<file path="src/design/photo_sensor_scan_filter_top_defines.svh">
// ----------------------------------------------------------------------------
// Photo sensor scan filter assertion macros
// Shared assertion helpers for the photo sensor scan filter top level.
// ----------------------------------------------------------------------------
`ifndef PHOTO_SENSOR_SCAN_FILTER_TOP_DEFINES_SVH
`define PHOTO_SENSOR_SCAN_FILTER_TOP_DEFINES_SVH

// Same-cycle implication, disabled while reset is high.
`define PSSF_ASSERT_IMPL(lbl, clk, rst, ante, cons, msg) \
   lbl: assert property (@(posedge clk) disable iff (rst) (ante) |-> (cons)) \
      else $error(msg);

// Next-cycle implication, disabled while reset is high.
`define PSSF_ASSERT_NEXT(lbl, clk, rst, ante, cons, msg) \
   lbl: assert property (@(posedge clk) disable iff (rst) (ante) |=> (cons)) \
      else $error(msg);

`endif

</file>
<file path="src/design/pssf_pkg.sv">
`timescale 1ns / 1ps
// ----------------------------------------------------------------------------
// Photo sensor scan filter package
// Widths, register codes and shared types for the scan filter.
// ----------------------------------------------------------------------------
package pssf_pkg;

   localparam int CHANNELS    = 8;
   localparam int CH_BITS     = $clog2(CHANNELS);
   localparam int SAMPLE_BITS = 10;
   localparam int ALPHA_BITS  = 9;
   localparam int Q_SHIFT     = 8;
   localparam int MIX_BITS    = SAMPLE_BITS + ALPHA_BITS + 1;
   localparam int CSR_BITS    = 10;
   localparam int CSR_IDX_BITS = 2;

   localparam logic [ALPHA_BITS-1:0] ALPHA_ONE = ALPHA_BITS'(1 << Q_SHIFT);

   localparam logic [CH_BITS-1:0] CH_LAST        = CH_BITS'(CHANNELS - 1);
   localparam logic [CH_BITS-1:0] CH_INNER_LEFT  = CH_BITS'(5);
   localparam logic [CH_BITS-1:0] CH_INNER_RIGHT = CH_BITS'(6);
   localparam logic [CH_BITS-1:0] CH_DOWN        = CH_BITS'(7);

   localparam logic [ALPHA_BITS-1:0]  ALPHA_RESET = ALPHA_BITS'(102);
   localparam logic [SAMPLE_BITS-1:0] NOISE_RESET = SAMPLE_BITS'(20);
   localparam logic [SAMPLE_BITS-1:0] HOLD_RESET  = SAMPLE_BITS'(200);
   localparam logic [SAMPLE_BITS-1:0] INNER_RESET = SAMPLE_BITS'(600);

   // Request queue between front and back
   localparam int QUEUE_DEPTH = 2;
   localparam int QPTR_BITS   = $clog2(QUEUE_DEPTH);
   localparam int QCNT_BITS   = $clog2(QUEUE_DEPTH + 1);

   // Stream widths
   localparam int REQ_DATA_BITS  = ((SAMPLE_BITS + 7) / 8) * 8;
   localparam int RSP_LEVEL_LSB  = CH_BITS;
   localparam int RSP_AMB_LSB    = RSP_LEVEL_LSB + SAMPLE_BITS;
   localparam int RSP_TOP_LSB    = RSP_AMB_LSB + SAMPLE_BITS;
   localparam int RSP_SECOND_LSB = RSP_TOP_LSB + CH_BITS;
   localparam int RSP_SEEN_BIT   = RSP_SECOND_LSB + CH_BITS;
   localparam int RSP_HELD_BIT   = RSP_SEEN_BIT + 1;
   localparam int RSP_FIELD_BITS = RSP_HELD_BIT + 1;
   localparam int RSP_DATA_BITS  = ((RSP_FIELD_BITS + 7) / 8) * 8;
   localparam int RSP_PAD_BITS   = RSP_DATA_BITS - RSP_FIELD_BITS;

   typedef enum logic [CSR_IDX_BITS-1:0] {
      REG_ALPHA = 2'd0,
      REG_NOISE = 2'd1,
      REG_HOLD  = 2'd2,
      REG_INNER = 2'd3
   } csr_reg_type;

   typedef enum logic {
      OP_SAMPLE  = 1'b0,
      OP_CAPTURE = 1'b1
   } op_type;

   typedef logic [SAMPLE_BITS-1:0]           sample_type;
   typedef logic [CH_BITS-1:0]               chan_type;
   typedef sample_type [CHANNELS-1:0]        chan_array_type;

   typedef struct packed {
      logic [ALPHA_BITS-1:0] alpha;
      sample_type            noise;
      sample_type            hold;
      sample_type            inner;
   } cfg_type;

   typedef struct packed {
      op_type     op;
      sample_type sample;
   } entry_type;

   typedef struct packed {
      logic       valid;
      chan_type   channel;
      sample_type level;
      sample_type ambient;
      logic       sweep_done;
   } stage_type;

   typedef struct packed {
      chan_type   channel;
      sample_type level;
      sample_type ambient;
      chan_type   top;
      chan_type   second;
      logic       seen;
      logic       held;
   } result_type;

endpackage

</file>
<file path="src/design/pssf_front.sv">
`timescale 1ns / 1ps
// ----------------------------------------------------------------------------
// Scan filter front end
// Accepts requests, decodes the command and queues them for the back end.
// ----------------------------------------------------------------------------
module pssf_front (
   input  logic                                   clock,
   input  logic                                   reset,
   input  logic                                   req_tvalid,
   output logic                                   req_tready,
   input  logic [pssf_pkg::REQ_DATA_BITS-1:0]     req_tdata,
   input  logic                                   req_tuser,
   input  logic                                   pop_ready,
   output logic                                   q_valid,
   output pssf_pkg::entry_type                    q_entry
);
   import pssf_pkg::*;

   entry_type            mem_ff [QUEUE_DEPTH];
   logic [QPTR_BITS-1:0] wr_ptr_ff, wr_ptr_in;
   logic [QPTR_BITS-1:0] rd_ptr_ff, rd_ptr_in;
   logic [QCNT_BITS-1:0] count_ff, count_in;
   entry_type            decoded;
   logic                 push;
   logic                 pop;

   always_comb begin
      decoded.op     = op_type'(req_tuser);
      decoded.sample = req_tdata[SAMPLE_BITS-1:0];
   end

   assign req_tready = (count_ff != QCNT_BITS'(QUEUE_DEPTH));
   assign q_valid    = (count_ff != '0);
   assign q_entry    = mem_ff[rd_ptr_ff];
   assign push       = req_tvalid && req_tready;
   assign pop        = q_valid && pop_ready;

   always_comb begin
      wr_ptr_in = push ? wr_ptr_ff + QPTR_BITS'(1) : wr_ptr_ff;
      rd_ptr_in = pop  ? rd_ptr_ff + QPTR_BITS'(1) : rd_ptr_ff;
      count_in  = count_ff + QCNT_BITS'(push) - QCNT_BITS'(pop);
   end

   always_ff @(posedge clock) begin
      if (reset) begin
         wr_ptr_ff <= '0;
         rd_ptr_ff <= '0;
         count_ff  <= '0;
      end else begin
         wr_ptr_ff <= wr_ptr_in;
         rd_ptr_ff <= rd_ptr_in;
         count_ff  <= count_in;
      end
   end

   always_ff @(posedge clock) begin
      if (push) begin
         mem_ff[wr_ptr_ff] <= decoded;
      end
   end

endmodule

</file>
<file path="src/design/pssf_back.sv">
`timescale 1ns / 1ps
// ----------------------------------------------------------------------------
// Scan filter back end
// Smooths each sample into its channel, removes ambient, captures ambient.
// ----------------------------------------------------------------------------
module pssf_back (
   input  logic                      clock,
   input  logic                      reset,
   input  logic                      q_valid,
   input  pssf_pkg::entry_type       q_entry,
   input  pssf_pkg::cfg_type         cfg,
   input  logic                      adv,
   output logic                      pop_ready,
   output pssf_pkg::stage_type       stage,
   output pssf_pkg::chan_array_type  values
);
   import pssf_pkg::*;

   chan_array_type        values_ff, values_in;
   chan_type              scan_ff, scan_in;
   sample_type            ambient_ff, ambient_in;
   logic                  valid_ff, valid_in;
   stage_type             stage_ff, stage_in;
   logic                  take;
   logic [ALPHA_BITS-1:0] a_sat;
   sample_type            prev;
   logic [MIX_BITS-1:0]   prod_prev;
   logic [MIX_BITS-1:0]   prod_new;
   logic [MIX_BITS-1:0]   mix_sum;
   sample_type            mix;
   sample_type            level;
   sample_type            amb_min;

   assign pop_ready = !valid_ff || adv;
   assign take      = q_valid && pop_ready;

   // alpha above one saturates to one
   always_comb begin
      a_sat     = (cfg.alpha > ALPHA_ONE) ? ALPHA_ONE : cfg.alpha;
      prev      = values_ff[scan_ff];
      prod_prev = MIX_BITS'(prev) * MIX_BITS'(a_sat);
      prod_new  = MIX_BITS'(q_entry.sample) * MIX_BITS'(ALPHA_ONE - a_sat);
      mix_sum   = prod_prev + prod_new;
      mix       = mix_sum[Q_SHIFT +: SAMPLE_BITS];
      if (ambient_ff == '0) begin
         level = q_entry.sample;
      end else if (mix > ambient_ff) begin
         level = mix - ambient_ff;
      end else begin
         level = '0;
      end
   end

   // ambient is the darkest of back, left and right
   always_comb begin
      amb_min = values_ff[0];
      if (values_ff[1] < amb_min) begin
         amb_min = values_ff[1];
      end
      if (values_ff[2] < amb_min) begin
         amb_min = values_ff[2];
      end
   end

   always_comb begin
      values_in  = values_ff;
      scan_in    = scan_ff;
      ambient_in = ambient_ff;
      valid_in   = valid_ff;
      stage_in   = stage_ff;
      if (take) begin
         valid_in = 1'b1;
         unique case (q_entry.op)
            OP_CAPTURE: begin
               ambient_in          = amb_min;
               stage_in.channel    = '0;
               stage_in.level      = '0;
               stage_in.ambient    = amb_min;
               stage_in.sweep_done = 1'b0;
            end
            OP_SAMPLE: begin
               values_in[scan_ff]  = level;
               scan_in             = (scan_ff == CH_LAST) ? '0 : scan_ff + CH_BITS'(1);
               stage_in.channel    = scan_ff;
               stage_in.level      = level;
               stage_in.ambient    = ambient_ff;
               stage_in.sweep_done = (scan_ff == CH_LAST);
            end
         endcase
      end else if (adv) begin
         valid_in = 1'b0;
      end
      stage_in.valid = valid_in;
   end

   always_ff @(posedge clock) begin
      if (reset) begin
         values_ff  <= '0;
         scan_ff    <= '0;
         ambient_ff <= '0;
         valid_ff   <= 1'b0;
      end else begin
         values_ff  <= values_in;
         scan_ff    <= scan_in;
         ambient_ff <= ambient_in;
         valid_ff   <= valid_in;
      end
   end

   always_ff @(posedge clock) begin
      stage_ff <= stage_in;
   end

   always_comb begin
      stage       = stage_ff;
      stage.valid = valid_ff;
   end

   assign values = values_ff;

endmodule

</file>
<file path="src/design/pssf_report.sv">
`timescale 1ns / 1ps
// ----------------------------------------------------------------------------
// Scan filter report stage
// Peak search at sweep end and the registered response output.
// ----------------------------------------------------------------------------
module pssf_report (
   input  logic                                 clock,
   input  logic                                 reset,
   input  pssf_pkg::stage_type                  stage,
   input  pssf_pkg::chan_array_type             values,
   input  pssf_pkg::cfg_type                    cfg,
   input  logic                                 rsp_tready,
   output logic                                 rsp_tvalid,
   output logic [pssf_pkg::RSP_DATA_BITS-1:0]   rsp_tdata,
   output logic                                 rsp_tlast,
   output logic                                 adv
);
   import pssf_pkg::*;

   logic       valid_ff, valid_in;
   logic       last_ff, last_in;
   result_type res_ff, res_in;
   chan_type   top;
   chan_type   second;
   logic       seen;
   logic       held;

   assign adv = !valid_ff || rsp_tready;

   // earliest channel wins ties, strict compares only
   always_comb begin
      top    = '0;
      second = CH_BITS'(1);
      for (int i = 1; i < CHANNELS; i++) begin
         if (values[i] > values[top]) begin
            second = top;
            top    = CH_BITS'(i);
         end else if (values[i] > values[second]) begin
            second = CH_BITS'(i);
         end
      end
      seen = (values[top] > cfg.noise);
      held = (values[CH_DOWN] >= cfg.hold) &&
             (values[CH_INNER_RIGHT] > cfg.inner) &&
             (values[CH_INNER_LEFT] > cfg.inner);
   end

   always_comb begin
      valid_in = valid_ff;
      last_in  = last_ff;
      res_in   = res_ff;
      if (adv) begin
         valid_in       = stage.valid;
         last_in        = stage.sweep_done;
         res_in.channel = stage.channel;
         res_in.level   = stage.level;
         res_in.ambient = stage.ambient;
         res_in.top     = stage.sweep_done ? top    : '0;
         res_in.second  = stage.sweep_done ? second : '0;
         res_in.seen    = stage.sweep_done && seen;
         res_in.held    = stage.sweep_done && held;
      end
   end

   always_ff @(posedge clock) begin
      if (reset) begin
         valid_ff <= 1'b0;
      end else begin
         valid_ff <= valid_in;
      end
   end

   always_ff @(posedge clock) begin
      last_ff <= last_in;
      res_ff  <= res_in;
   end

   assign rsp_tvalid = valid_ff;
   assign rsp_tlast  = last_ff;
   assign rsp_tdata  = {{RSP_PAD_BITS{1'b0}}, res_ff.held, res_ff.seen, res_ff.second,
                        res_ff.top, res_ff.ambient, res_ff.level, res_ff.channel};

endmodule

</file>
<file path="src/design/photo_sensor_scan_filter_top.sv">
`timescale 1ns / 1ps
`include "photo_sensor_scan_filter_top_defines.svh"
// ----------------------------------------------------------------------------
// Photo sensor scan filter
// Eight-channel light sensor smoothing with ambient removal and peak report.
// ----------------------------------------------------------------------------
// Usage:
//  - req_* carries one request per converter sample: tuser is the command
//    (sample or ambient capture), tdata the raw 10-bit reading. Samples are
//    taken for channels 0..7 in round-robin order by an internal counter.
//  - rsp_* returns exactly one response per request. tlast marks a sweep
//    end (channel 7 updated); top/second channel and the seen/held flags
//    are only meaningful there and read zero otherwise.
//  - csr_* writes the four settings (alpha, noise, hold, inner thresholds);
//    write only while no request is in flight.
// Timing:
//  - Requests pass the queue, filter register and report register in turn.
//  - One request per cycle sustained while rsp_tready is high, through the
//    front queue (2 deep), filter stage (two 10x9 multiplies) and report
//    stage (7-step peak search).
//  - When rsp_tready is low the output holds, the filter stage fills, then
//    the 2-entry queue fills and req_tready drops.
//  - Synchronous reset clears channel values, scan counter, ambient level
//    and the pipeline; settings return to 102/20/200/600.
// ----------------------------------------------------------------------------
module photo_sensor_scan_filter_top (
   input  logic                                 clock,
   input  logic                                 reset,
   // request channel
   input  logic                                 req_tvalid,
   output logic                                 req_tready,
   input  logic [pssf_pkg::REQ_DATA_BITS-1:0]   req_tdata,  // [9:0] sample
   input  logic                                 req_tuser,  // [0] command
   // response channel
   output logic                                 rsp_tvalid,
   input  logic                                 rsp_tready,
   // [2:0] channel, [12:3] level, [22:13] ambient_level, [25:23] top_channel,
   // [28:26] second_channel, [29] target_seen, [30] target_held
   output logic [pssf_pkg::RSP_DATA_BITS-1:0]   rsp_tdata,
   output logic                                 rsp_tlast,  // sweep_done
   // settings write port
   input  logic                                 csr_we,
   input  logic [pssf_pkg::CSR_IDX_BITS-1:0]    csr_index,
   input  logic [pssf_pkg::CSR_BITS-1:0]        csr_wdata
);
   import pssf_pkg::*;

   cfg_type        cfg_ff, cfg_in;
   logic           q_valid;
   entry_type      q_entry;
   logic           pop_ready;
   logic           adv;
   stage_type      stage;
   chan_array_type values;

   // Settings registers
   always_comb begin
      cfg_in = cfg_ff;
      if (csr_we) begin
         unique case (csr_reg_type'(csr_index))
            REG_ALPHA: cfg_in.alpha = csr_wdata[ALPHA_BITS-1:0];
            REG_NOISE: cfg_in.noise = csr_wdata[SAMPLE_BITS-1:0];
            REG_HOLD:  cfg_in.hold  = csr_wdata[SAMPLE_BITS-1:0];
            REG_INNER: cfg_in.inner = csr_wdata[SAMPLE_BITS-1:0];
         endcase
      end
   end

   always_ff @(posedge clock) begin
      if (reset) begin
         cfg_ff.alpha <= ALPHA_RESET;
         cfg_ff.noise <= NOISE_RESET;
         cfg_ff.hold  <= HOLD_RESET;
         cfg_ff.inner <= INNER_RESET;
      end else begin
         cfg_ff <= cfg_in;
      end
   end

   // Front: accept and decode, queue toward the filter
   pssf_front u_front (
      .clock      (clock),
      .reset      (reset),
      .req_tvalid (req_tvalid),
      .req_tready (req_tready),
      .req_tdata  (req_tdata),
      .req_tuser  (req_tuser),
      .pop_ready  (pop_ready),
      .q_valid    (q_valid),
      .q_entry    (q_entry)
   );

   // Back: smoothing, ambient removal, channel state
   pssf_back u_back (
      .clock     (clock),
      .reset     (reset),
      .q_valid   (q_valid),
      .q_entry   (q_entry),
      .cfg       (cfg_ff),
      .adv       (adv),
      .pop_ready (pop_ready),
      .stage     (stage),
      .values    (values)
   );

   // Report: peak search on sweep end and output register
   pssf_report u_report (
      .clock      (clock),
      .reset      (reset),
      .stage      (stage),
      .values     (values),
      .cfg        (cfg_ff),
      .rsp_tready (rsp_tready),
      .rsp_tvalid (rsp_tvalid),
      .rsp_tdata  (rsp_tdata),
      .rsp_tlast  (rsp_tlast),
      .adv        (adv)
   );

   // Checks
   `PSSF_ASSERT_IMPL(a_last_is_down, clock, reset, rsp_tvalid && rsp_tlast, rsp_tdata[CH_BITS-1:0] == CH_LAST, "sweep end on wrong channel")
   `PSSF_ASSERT_IMPL(a_peak_zero_mid, clock, reset, rsp_tvalid && !rsp_tlast, rsp_tdata[RSP_HELD_BIT:RSP_TOP_LSB] == '0, "peak fields set outside sweep end")
   `PSSF_ASSERT_IMPL(a_peak_distinct, clock, reset, rsp_tvalid && rsp_tlast, rsp_tdata[RSP_TOP_LSB +: CH_BITS] != rsp_tdata[RSP_SECOND_LSB +: CH_BITS], "top and second channel equal")
   `PSSF_ASSERT_NEXT(a_take_lands, clock, reset, q_valid && pop_ready, stage.valid, "popped request lost before filter stage")

endmodule

</file>
<file path="config.mk">
export PLATFORM = sky130hd
export DESIGN_NAME = photo_sensor_scan_filter_top
export DESIGN_NICKNAME = d
export VERILOG_FILES = /design/src/design/pssf_pkg.sv /design/src/design/pssf_front.sv /design/src/design/pssf_back.sv /design/src/design/pssf_report.sv /design/src/design/photo_sensor_scan_filter_top.sv
export VERILOG_INCLUDE_DIRS = /design/src /design/src/design
export SDC_FILE = /design/constraint.sdc
export NUM_CORES = 1
export LEC_CHECK = 0
export BUFFER_PORTS_ARGS = -buffer_cell sky130_fd_sc_hd__clkbuf_2
export CAP_MARGIN = 20
export CORE_MARGIN = 3
export CORE_UTILIZATION = 25
export CTS_CLUSTER_DIAMETER = 200
export DETAILED_ROUTE_END_ITERATION = 6
export GPL_ROUTABILITY_DRIVEN = 0
export SKIP_LAST_GASP = 1
export SYNTH_ARGS = -nofsm -noshare
export SYNTH_HDL_FRONTEND = slang
export SYNTH_HIERARCHICAL = 1
export SYNTH_SLANG_ARGS = --single-unit
</file>
<file path="constraint.sdc">
create_clock -name clock -period 16 [get_ports clock]
set_input_delay 1.6 -clock clock [delete_from_list [all_inputs] [get_ports clock]]
set_output_delay 1.6 -clock clock [all_outputs]
set_load 0.03 [all_outputs]
</file>
# After elaboration in Yosys (flattened, before gate mapping)
# Memory sizes are Yosys's and may differ from the RTL's. A register that Yosys moved wholly into a read port is not among the register bits.
# Cells that the tools add are included.
[word_totals]
regBits = 194
mem_bits_ro = 0
mem_count = 1
in_bits = 34
elab_cells = 169
latch_bits = 0
mem_bits_rw = 22
[memory_table]
columns = ["name", "words", "word_bits", "rd", "rd_ports_with_merged_regs", "write_ports", "line_no", "source"]
rows = [
  ["u_front.mem_ff", 2, 11, 1, 1, 1, "pssf_front.sv:19", "entry_type mem_ff [QUEUE_DEPTH];"],
]
[classes]
div = 0
mux = 64
shifts = 0
eq_ne = 5
n_bitwise = 1
addsub = 8
n_lt_le_gt_ge = 36
multipliers = 2
reduce_logical = 21
[op_table]
columns = ["op", "n"]
rows = [
  ["$bmux 10 s3", 14],
  ["$mux 10", 19],
  ["$gt 10x10->1", 17],
  ["$bwmux 80", 1],
  ["$mux 3", 16],
  ["$pmux 24 s2", 1],
  ["$lt 3x4->1 const B", 10],
  ["$demux 10 s3", 1],
  ["$lt 10x10->1", 2],
  ["$mul 10x20->18", 1],
  ["$add 18x18->18", 1],
  ["$mul 10x9->18", 1],
  ["$reduce_and 2->1", 6],
  ["$ge 10x10->1", 1],
  ["$logic_not 10->1", 1],
  ["$sub 10x10->10", 1],
  ["$sub 9x9->10 const A", 1],
  ["$gt 9x9->1 const B", 1],
  ["$mux 9", 1],
  ["$lt 1x4->1 const B", 2],
  ["$lt 2x4->1 const B", 2],
  ["$mux 1", 8],
  ["$logic_and 1x1->1", 7],
  ["$mux 2", 3],
  ["other kinds (14)", 19],
]

# Depth between registers and ports, before layout
# Gate-level depths: netlist of run 1.
[logic_depth]
depth_word = 32
depth_mapped = 88
depth_no_buf = 78

# Hierarchy
# Netlist of run 1, hierarchy kept.
[by_module_without_submodules]
columns = ["module", "instances", "area_each_um2", "seq_area_each_um2", "cells_per_inst"]
rows = [
  ["pssf_back", 1, 12522.0, 2602.5, 1372],
  ["pssf_report", 1, 9471.6, 980.9, 1315],
  ["photo_sensor_scan_filter_top", 1, 1565.3, 780.7, 150],
  ["pssf_front", 1, 1047.3, 760.7, 63],
]

# Least setup slack after synthesis of run 1
# Ideal clock, no wire load.
[synth_path]
path_type = "register -> register"
from = "reg u_back.values_ff (netlist bit u_back/values[2])"
to = "reg u_report.res_ff (netlist bit u_report/rsp_tdata[29]) (data pin)"
period_less_slack_ns = 16.263
arrival_ns = 16.002
stages_incl_launch_ff = 88
n_path_buf = 13
setup_slack_ns = -0.263
setup_ns = 0.261
cell_sequence = "dfxtp_1 -> clkbuf_1 -> inv_1 -> ha_1 -> nand4_1 -> a211oi_1 -> a2111o_1 -> and2_0 -> clkbuf_1 -> clkbuf_1 -> nor2_1 -> a21oi_1 -> ha_1 -> a211oi_1 -> nor2_1 -> a2111o_1 -> nand2_1 -> clkbuf_1 -> [52 not listed] -> a221oi_1 -> a22oi_1 -> or2_2 -> buf_2 -> nor2_1 -> a221oi_1 -> o22ai_1 -> ha_1 -> nor2b_1 -> o21ai_0 -> nand2b_1 -> a21oi_1 -> nor2b_1 -> o21ai_0 -> nand2b_1 -> a21oi_1 -> o21ai_0 -> o311a_1"
[synth_between]
elab_chain_len = 30
[synth_lines]
columns = ["element", "line_no", "source"]
rows = [
  ["start, declared", "pssf_back.sv:19", "chan_array_type values_ff, values_in;"],
  ["start signal, assigned", "pssf_back.sv:103", "values_ff <= values_in;"],
  ["$gt 10x10->1", "pssf_report.sv:35", "if (values[i] > values[top]) begin"],
  ["$mux 1", "pssf_report.sv:35", ""],
  ["$bmux 10 s3", "pssf_report.sv:35", ""],
  ["$mux 10 (implied by the code)", "pssf_report.sv:35", ""],
  ["$gt 10x10->1", "pssf_report.sv:35", ""],
  ["$mux 2", "pssf_report.sv:35", ""],
  ["$bmux 10 s3", "pssf_report.sv:35", ""],
  ["$mux 10 (implied by the code)", "pssf_report.sv:35", ""],
  ["[14 not listed]", "n/a", ""],
  ["$bmux 10 s3", "pssf_report.sv:35", ""],
  ["$mux 10 (implied by the code)", "pssf_report.sv:35", ""],
  ["$gt 10x10->1", "pssf_report.sv:35", ""],
  ["$mux 3", "pssf_report.sv:35", ""],
  ["$bmux 10 s3 *", "pssf_report.sv:42", "seen = (values[top] > cfg.noise);"],
  ["$mux 10 (implied by the code) *", "pssf_report.sv:42", ""],
  ["$gt 10x10->1 *", "pssf_report.sv:42", ""],
  ["$logic_and 1x1->1 *", "pssf_report.sv:60", "res_in.seen = stage.sweep_done && seen;"],
  ["end signal, assigned", "pssf_report.sv:75", "res_ff <= res_in;"],
  ["end, declared", "pssf_report.sv:22", "result_type res_ff, res_in;"],
]
# Mark *: on every way between the ends. The rest lies on a longest branch, timed or not. The select of a mux whose other input is x is not followed.
# A chain may end at the register's enable or synchronous reset.

# Worst setup path in the final report of run 1
[layout_path]
from = "reg u_back.values_ff (netlist bit u_back/values[7])"
to = "reg u_report.res_ff (netlist bit u_report/rsp_tdata[27]) (data pin)"
[layout_between]
elab_chain_len = 32
word_cells_on_any_way = 56
classes_between = "order compare: 13; mux: 43"
[layout_lines]
columns = ["element", "line_no", "source"]
rows = [
  ["$gt 10x10->1", "pssf_report.sv:35", ""],
  ["$mux 1", "pssf_report.sv:35", ""],
  ["$bmux 10 s3", "pssf_report.sv:38", "end else if (values[i] > values[second]) begin"],
  ["$mux 10 (implied by the code)", "pssf_report.sv:38", ""],
  ["$gt 10x10->1", "pssf_report.sv:38", ""],
  ["$mux 2", "pssf_report.sv:38", ""],
  ["$mux 3", "pssf_report.sv:35", ""],
  ["$bmux 10 s3", "pssf_report.sv:38", ""],
  ["[16 not listed]", "n/a", ""],
  ["$gt 10x10->1", "pssf_report.sv:38", ""],
  ["$mux 3", "pssf_report.sv:38", ""],
  ["$mux 3", "pssf_report.sv:35", ""],
  ["$bmux 10 s3", "pssf_report.sv:38", ""],
  ["$mux 10 (implied by the code)", "pssf_report.sv:38", ""],
  ["$gt 10x10->1", "pssf_report.sv:38", ""],
  ["$mux 3", "pssf_report.sv:38", ""],
  ["$mux 3 *", "pssf_report.sv:35", ""],
]
# Marked as above.

==> impl_results.md, run 1 <==
- Status: complete, but fails checks
- Violated checks: DRC
- Initial DRC count: 2769
- CP dominant cell by count: a21oi_1
- Required @ worst endpoint: 16370 ps
- Starting Density: 0.2533
- Asr flop ratio synth: 0
- Crit path kind: flop to flop
- Largest area contributor in the netlist: ha_1
- TritonCTS clock tree: yes
- Commonest cells post-synth: nand2_1, inv_1, ha_1, nor2_1, fa_1
- Placed instance area: 0.02701 sq mm
- Critical path peak fanout: 31
- CP endpoint kind: flop
- Worst-path clk slew: 60 ps
- Final setup viols: 0
- Synth top area share: 0.1449
- Worst slew margin: 0.2451
- Global route overflow: 0
- Die Footprint: 0.1022 sq mm
- Fillcell total: 10270
- Cts hold-fix bufs: 0
- Ranking of synthesized cells by area: ha_1, fa_1, dfxtp_1
- Nets: 3451
- PortBufs: 61
- Cells on worst reg2reg path: 71
- Boundary Pins: 69
- Root buffer cell: clkbuf_16
- RR Endpoint: u_report/rsp_tdata[27]
- Area of the multi-input gates: 0.01793 sq mm
- Vias in the first global route: 21220
- Final antenna-violating net count: 0
- Synth cell types: 98
- Mapped Cells: 2900
- H-tree depth: 1
- DR vias: 22550
- Worst-Skew Late Latency: 590 ps
- DRT Wirelength: 88.62 mm
- DR pass1 iterations: 7
- Crit share post-route: 0.9560
- Hold Violations, Final: 0
- Min-Delay Path Class: flop to flop
- Post-synth EDFFs: 78
- Max-cap violations: 0
- Initial antenna violation count: 1
- CTS Sinks: 217
- Hold Startpoint: u_back/stage[5]
- Seq/Total Area, Yosys: 0.2083
- Worst-case clock buffer depth: 3
- GRT Total Usage: 0.1673
- Critical Path Source Type: flop
- Routed len/inst: 20.69 microns
- Setup Skew: 24.07 ps
- Hold Path Stages: 0
- Synthesized cell area: 0.02461 sq mm
- Yosys Warn Count: 6
- Area Overhead vs Synth: 15.23%
- FP Rows: 114
- Most used standard cell by instance count after synthesis: nand2_1
- Average size of a mapped cell: 8.485 sq um
- Worst-Margin Slew: 1124 ps
- Residual DRC: 10
- Synthesized flop and latch total: 217
- Die Wd: 319.7 microns
- Die H: 319.7 microns
- Num CTS Buffers: 29
- Flop-to-flop setup slack: 700 ps
- Share of layout cells above drive strength 1: 0.1297
- Post-layout min period: 15300 ps
- Fmax: 65.38 MHz
- Core area: 0.09714 sq mm
- Synth Flop Type: dfxtp_1
- Register Area: 0.005125 sq mm
- Delay-heaviest family, CP: compound AO/OA/AOI/OAI gates
- Dpl hpwl: 62.57 mm
- Reg-to-Reg Start: u_back/values[7]
- CP arrival: 15660 ps
- Hold endpoint: u_report/rsp_tdata[17]
- CP max stage cell: a222oi_1
- Number of antenna diodes: 0
- Slew Viols, Final: 0
- Finished Cell Area: 0.02835 sq mm
- CP bufs+invs: 6
- Largest net degree at the start of global routing: 98
- CP max stage delay: 610 ps
- First-pass GRT wire length: 132.6 mm
- Vias per inst: 5.265
cell usage in the layout (no fill, tap or decap), types with 60 or more instances in the layout:
cell type	count
clkbuf_2	60
nand2_1	332
buf_4	145
dfxtp_1	139
fa_1	147
nor2_1	252
nand2b_1	73
and2_1	65
o21ai_0	84
mux2i_1	136
a21oi_1	129
edfxtp_1	78
ha_1	285
a211oi_1	97
inv_1	290
final cells by class:
type / count / area share
multi-input cells: 2229 / 0.6325
repair buffers: 217 / 0.05542
clock inverters: 19 / 0.008384
inverters: 291 / 0.03852
clock buffers: 35 / 0.02815
well taps: 1276 / 0.05631
flip-flops and latches: 217 / 0.1807
how the worst max path moves through the flow:
stage                     slack [ps]                     end              from  cells past startpoint
after CTS                        180  u_report/rsp_tdata[29]  u_back/values[5]                     78
after detailed placement          50  u_report/rsp_tdata[26]  u_back/values[5]                     67
after global placement           130  u_report/rsp_tdata[26]  u_back/values[5]                     67
after floorplan                   30  u_report/rsp_tdata[29]  u_back/values[2]                     84
final                            700  u_report/rsp_tdata[27]  u_back/values[7]                     71
after global routing            -190  u_report/rsp_tdata[29]  u_back/values[7]                     79
timing repair:
| item | in CTS | in global routing |
|---|---|---|
| gates cloned | 0 | 0 |
| setup endpoints to repair | 2 | 4 |
| pin swaps | 0 | 15 |
| gates resized for setup | 1 | 51 |
| setup buffers | 0 | 9 |
per-stage QoR:
step / setup WS (ps) / cells / utilization / hold WS [ps] / TNS, ps
5_1_grt: -190.0 / 4284 / 0.2919 / 421.6 / -195.2
4_1_cts: 176.5 / 4270 / 0.2888 / 419.3 / 0
3_5_place_dp: 47.07 / 4216 / 0.2781 / 404.5 / 0
2_1_floorplan: 34.22 / 2907 / - / 400.3 / 0
6_report: 704.3 / 4284 / 0.2919 / 416.9 / 0
3_3_place_gp: 132.6 / 4214 / 0.2779 / 404.4 / 0
state kept, by name, summed over array words and instances, names as in the netlist, named ones only:
register             count
u_back/scan_ff           3
u_front/count_ff         2
cfg_ff                  39
u_report/rsp_tvalid      1
u_back/values           80
u_back/valid_ff          1
u_back/ambient_ff       10
u_report/rsp_tdata      31
u_back/stage            24
u_front/mem_ff          22
u_front/rd_ptr_ff        1
u_report/rsp_tlast       1
u_front/wr_ptr_ff        1
cell families after synthesis:
group | count (synthesis) | synth area share
buffers and inverters | 461 | 0.07358
AND/OR/NAND/NOR | 939 | 0.1775
other | 3 | 0.0004576
XOR/XNOR | 31 | 0.01103
AO/OA/AOI/OAI | 626 | 0.1774
multiplexers | 191 | 0.08731
adder cells (fa/ha/maj) | 432 | 0.2645
flip-flops | 217 | 0.2083
worst reg2reg max path: cells and delay by family, from the launching register on:
kind,cells,cell delay (ps)
AO/OA/AOI/OAI,37,8210
buffers and inverters,6,1340
multiplexers,4,670
flip-flops,1,330
adder cells (fa/ha/maj),7,2050
AND/OR/NAND/NOR,17,2490
routing by layer:
| layer | part of all wire | GRT usage |
|---|---|---|
| met5 | 0.00012 | 0 |
| met4 | 0.050 | 0.07075 |
| met3 | 0.099 | 0.03335 |
| met2 | 0.44 | 0.2650 |
| met1 | 0.41 | 0.2218 |
Power of run 1 is left out: the tool's default activity adds up to more than one toggle a clock period on the data nets, which glitch-free logic cannot reach.
==> run 2, diff against run 1 <==
--- a/config.mk
+++ b/config.mk
@@ -10,6 +10,7 @@
 export CAP_MARGIN = 20
 export CORE_MARGIN = 3
 export CORE_UTILIZATION = 25
+export CTS_BUF_LIST = sky130_fd_sc_hd__clkbuf_4 sky130_fd_sc_hd__clkbuf_8
 export CTS_CLUSTER_DIAMETER = 200
 export DETAILED_ROUTE_END_ITERATION = 6
 export GPL_ROUTABILITY_DRIVEN = 0
==> run 2 against run 1 <==
The run still ends with DRC left. Worst hold slack worse by 5.5 ps. Worst setup slack worse by 24 ps. Clock skew up 23 ps. Register-to-register slack worse by 20 ps. Final cell count up 0.44%. Critical path depth unchanged. Count of clock-buffer cells in the layout up 29. Flip-flop and latch count unchanged. Sequential share of layout area up 0.10 points. Critical endpoint unchanged. Routed wire length up 0.31%.
==> impl_results.md, run 2 (synthesized netlist as in run 1, its figures left out) <==
- Required @ worst endpoint: 16320 ps
- Residual DRC: 8
- Worst-path clk slew: 60 ps
- Initial DRC count: 2812
- CP max stage cell: a222oi_1
- Dpl hpwl: 62.57 mm
- Largest net degree at the start of global routing: 98
- Crit path kind: flop to flop
- CP dominant cell by count: a21oi_1
- Slew Viols, Final: 0
- Share of layout cells above drive strength 1: 0.1355
- Critical Path Source Type: flop
- DRT Wirelength: 88.90 mm
- First-pass GRT wire length: 133.1 mm
- PnR worst setup slack: 680.4 ps
- Final antenna-violating net count: 0
- H-tree depth: 2
- Num CTS Buffers: 42
- Worst-Margin Slew: 1098 ps
- CTS Sinks: 217
- DR pass1 iterations: 7
- Non-filler instance count after layout: 4303
- Worst-case clock buffer depth: 3
- Worst slew margin: 0.2631
- Final setup viols: 0
- Post-layout min period: 15320 ps
- Vias in the first global route: 21390
- Finished Core Util: 0.2903
- Nets: 3461
- WL met3: 8.764 mm
- Crit share post-route: 0.9575
- PortBufs: 61
- Root buffer cell: clkbuf_8
- Die H: 319.7 microns
- CP max stage delay: 590 ps
- Vias per inst: 5.257
- Die Wd: 319.7 microns
- Critical path peak fanout: 31
- Min-Delay Path Class: flop to flop
- Status: complete, but fails checks
- Die Footprint: 0.1022 sq mm
- Commonest non-fill, non-tap cells in the layout: nand2_1, inv_1, ha_1, nor2_1, fa_1
- CP endpoint kind: flop
- Unrepaired setup endpoints after global routing: true
- Routed len/inst: 20.66 microns
- TritonCTS clock tree: yes
- GRT Total Usage: 0.1685
- Boundary Pins: 69
- Cells after DPL: 4216
- Max reg flops: 80
- M1 WL: 36.52 mm
- FP Rows: 114
- DR vias: 22620
- Top routing layer in use: met5
- Most common cell after layout, fill and taps aside: nand2_1
- Starting Density: 0.2533
- Met2 WL: 39.33 mm
- CP arrival: 15640 ps
- Setup Skew: 46.57 ps
- Violated checks: DRC
- Dpl ws: 47.07 ps
- Hold Violations, Final: 0
- Core area: 0.09714 sq mm
- Initial antenna violation count: 3
- Max-cap violations: 0
- Fmax: 65.28 MHz
- Area Overhead vs Synth: 14.58%
- Global route overflow: 0
- Worst-Skew Late Latency: 600 ps
- Hold WS: 411.5 ps
[run 2: critical path, delay by kind of cell (launching register included)]
family	cells	cell delay, ps
multiplexers	3	610
AND/OR/NAND/NOR	15	2320
flip-flops	1	320
adder cells (fa/ha/maj)	7	1990
buffers and inverters	5	1190
AO/OA/AOI/OAI	41	8570
[run 2: path summary, 6_finish.rpt]
kind / to / slack [ps] / cells past startpoint / start
worst max register to register: u_report/rsp_tdata[27] / 680 / 71 / u_back/values[7]
worst min register to register: u_report/rsp_tdata[7] / 410 / 0 / u_back/stage[15]
worst max-delay path: u_report/rsp_tdata[27] / 680 / 71 / u_back/values[7]
worst min-delay path: u_report/rsp_tdata[7] / 410 / 0 / u_back/stage[15]
[run 2: metrics by stage]
stage	area, sq um	setup TNS [ps]
after floorplan	24640	0
after global placement	26990	0
after detailed placement	27010	0
after CTS	27920	0
after global routing	28190	-241.7
final	28190	0
[run 2: what timing repair did]
item | 4_1_cts | 5_1_grt
pin swaps | 0 | 14
buffers inserted | 0 | 6
gates resized for setup | 1 | 50
hold buffers | 0 | 0
setup endpoints to repair | 2 | 4
[run 2: final cells by class]
cell class | count | area (sq um)
Multi-Input combinational cell | 2229 | 17930
Inverter | 291 | 1092
Tap cell | 1276 | 1597
Clock buffer | 64 | 780.7
Clock inverter | 10 | 130.1
Sequential cell | 217 | 5125
Fill cell | 10300 | 68940
Timing Repair Buffer | 214 | 1536
Antenna cell | 2 | 5.005
[run 2: routing by layer]
layer  GRT usage  vias up
li1            -    10350
met1      0.2216    10840
met2      0.2659     1134
met3     0.03645      296
met4     0.07342        2
met5           0        -
Power of run 2 is left out for the same reason.
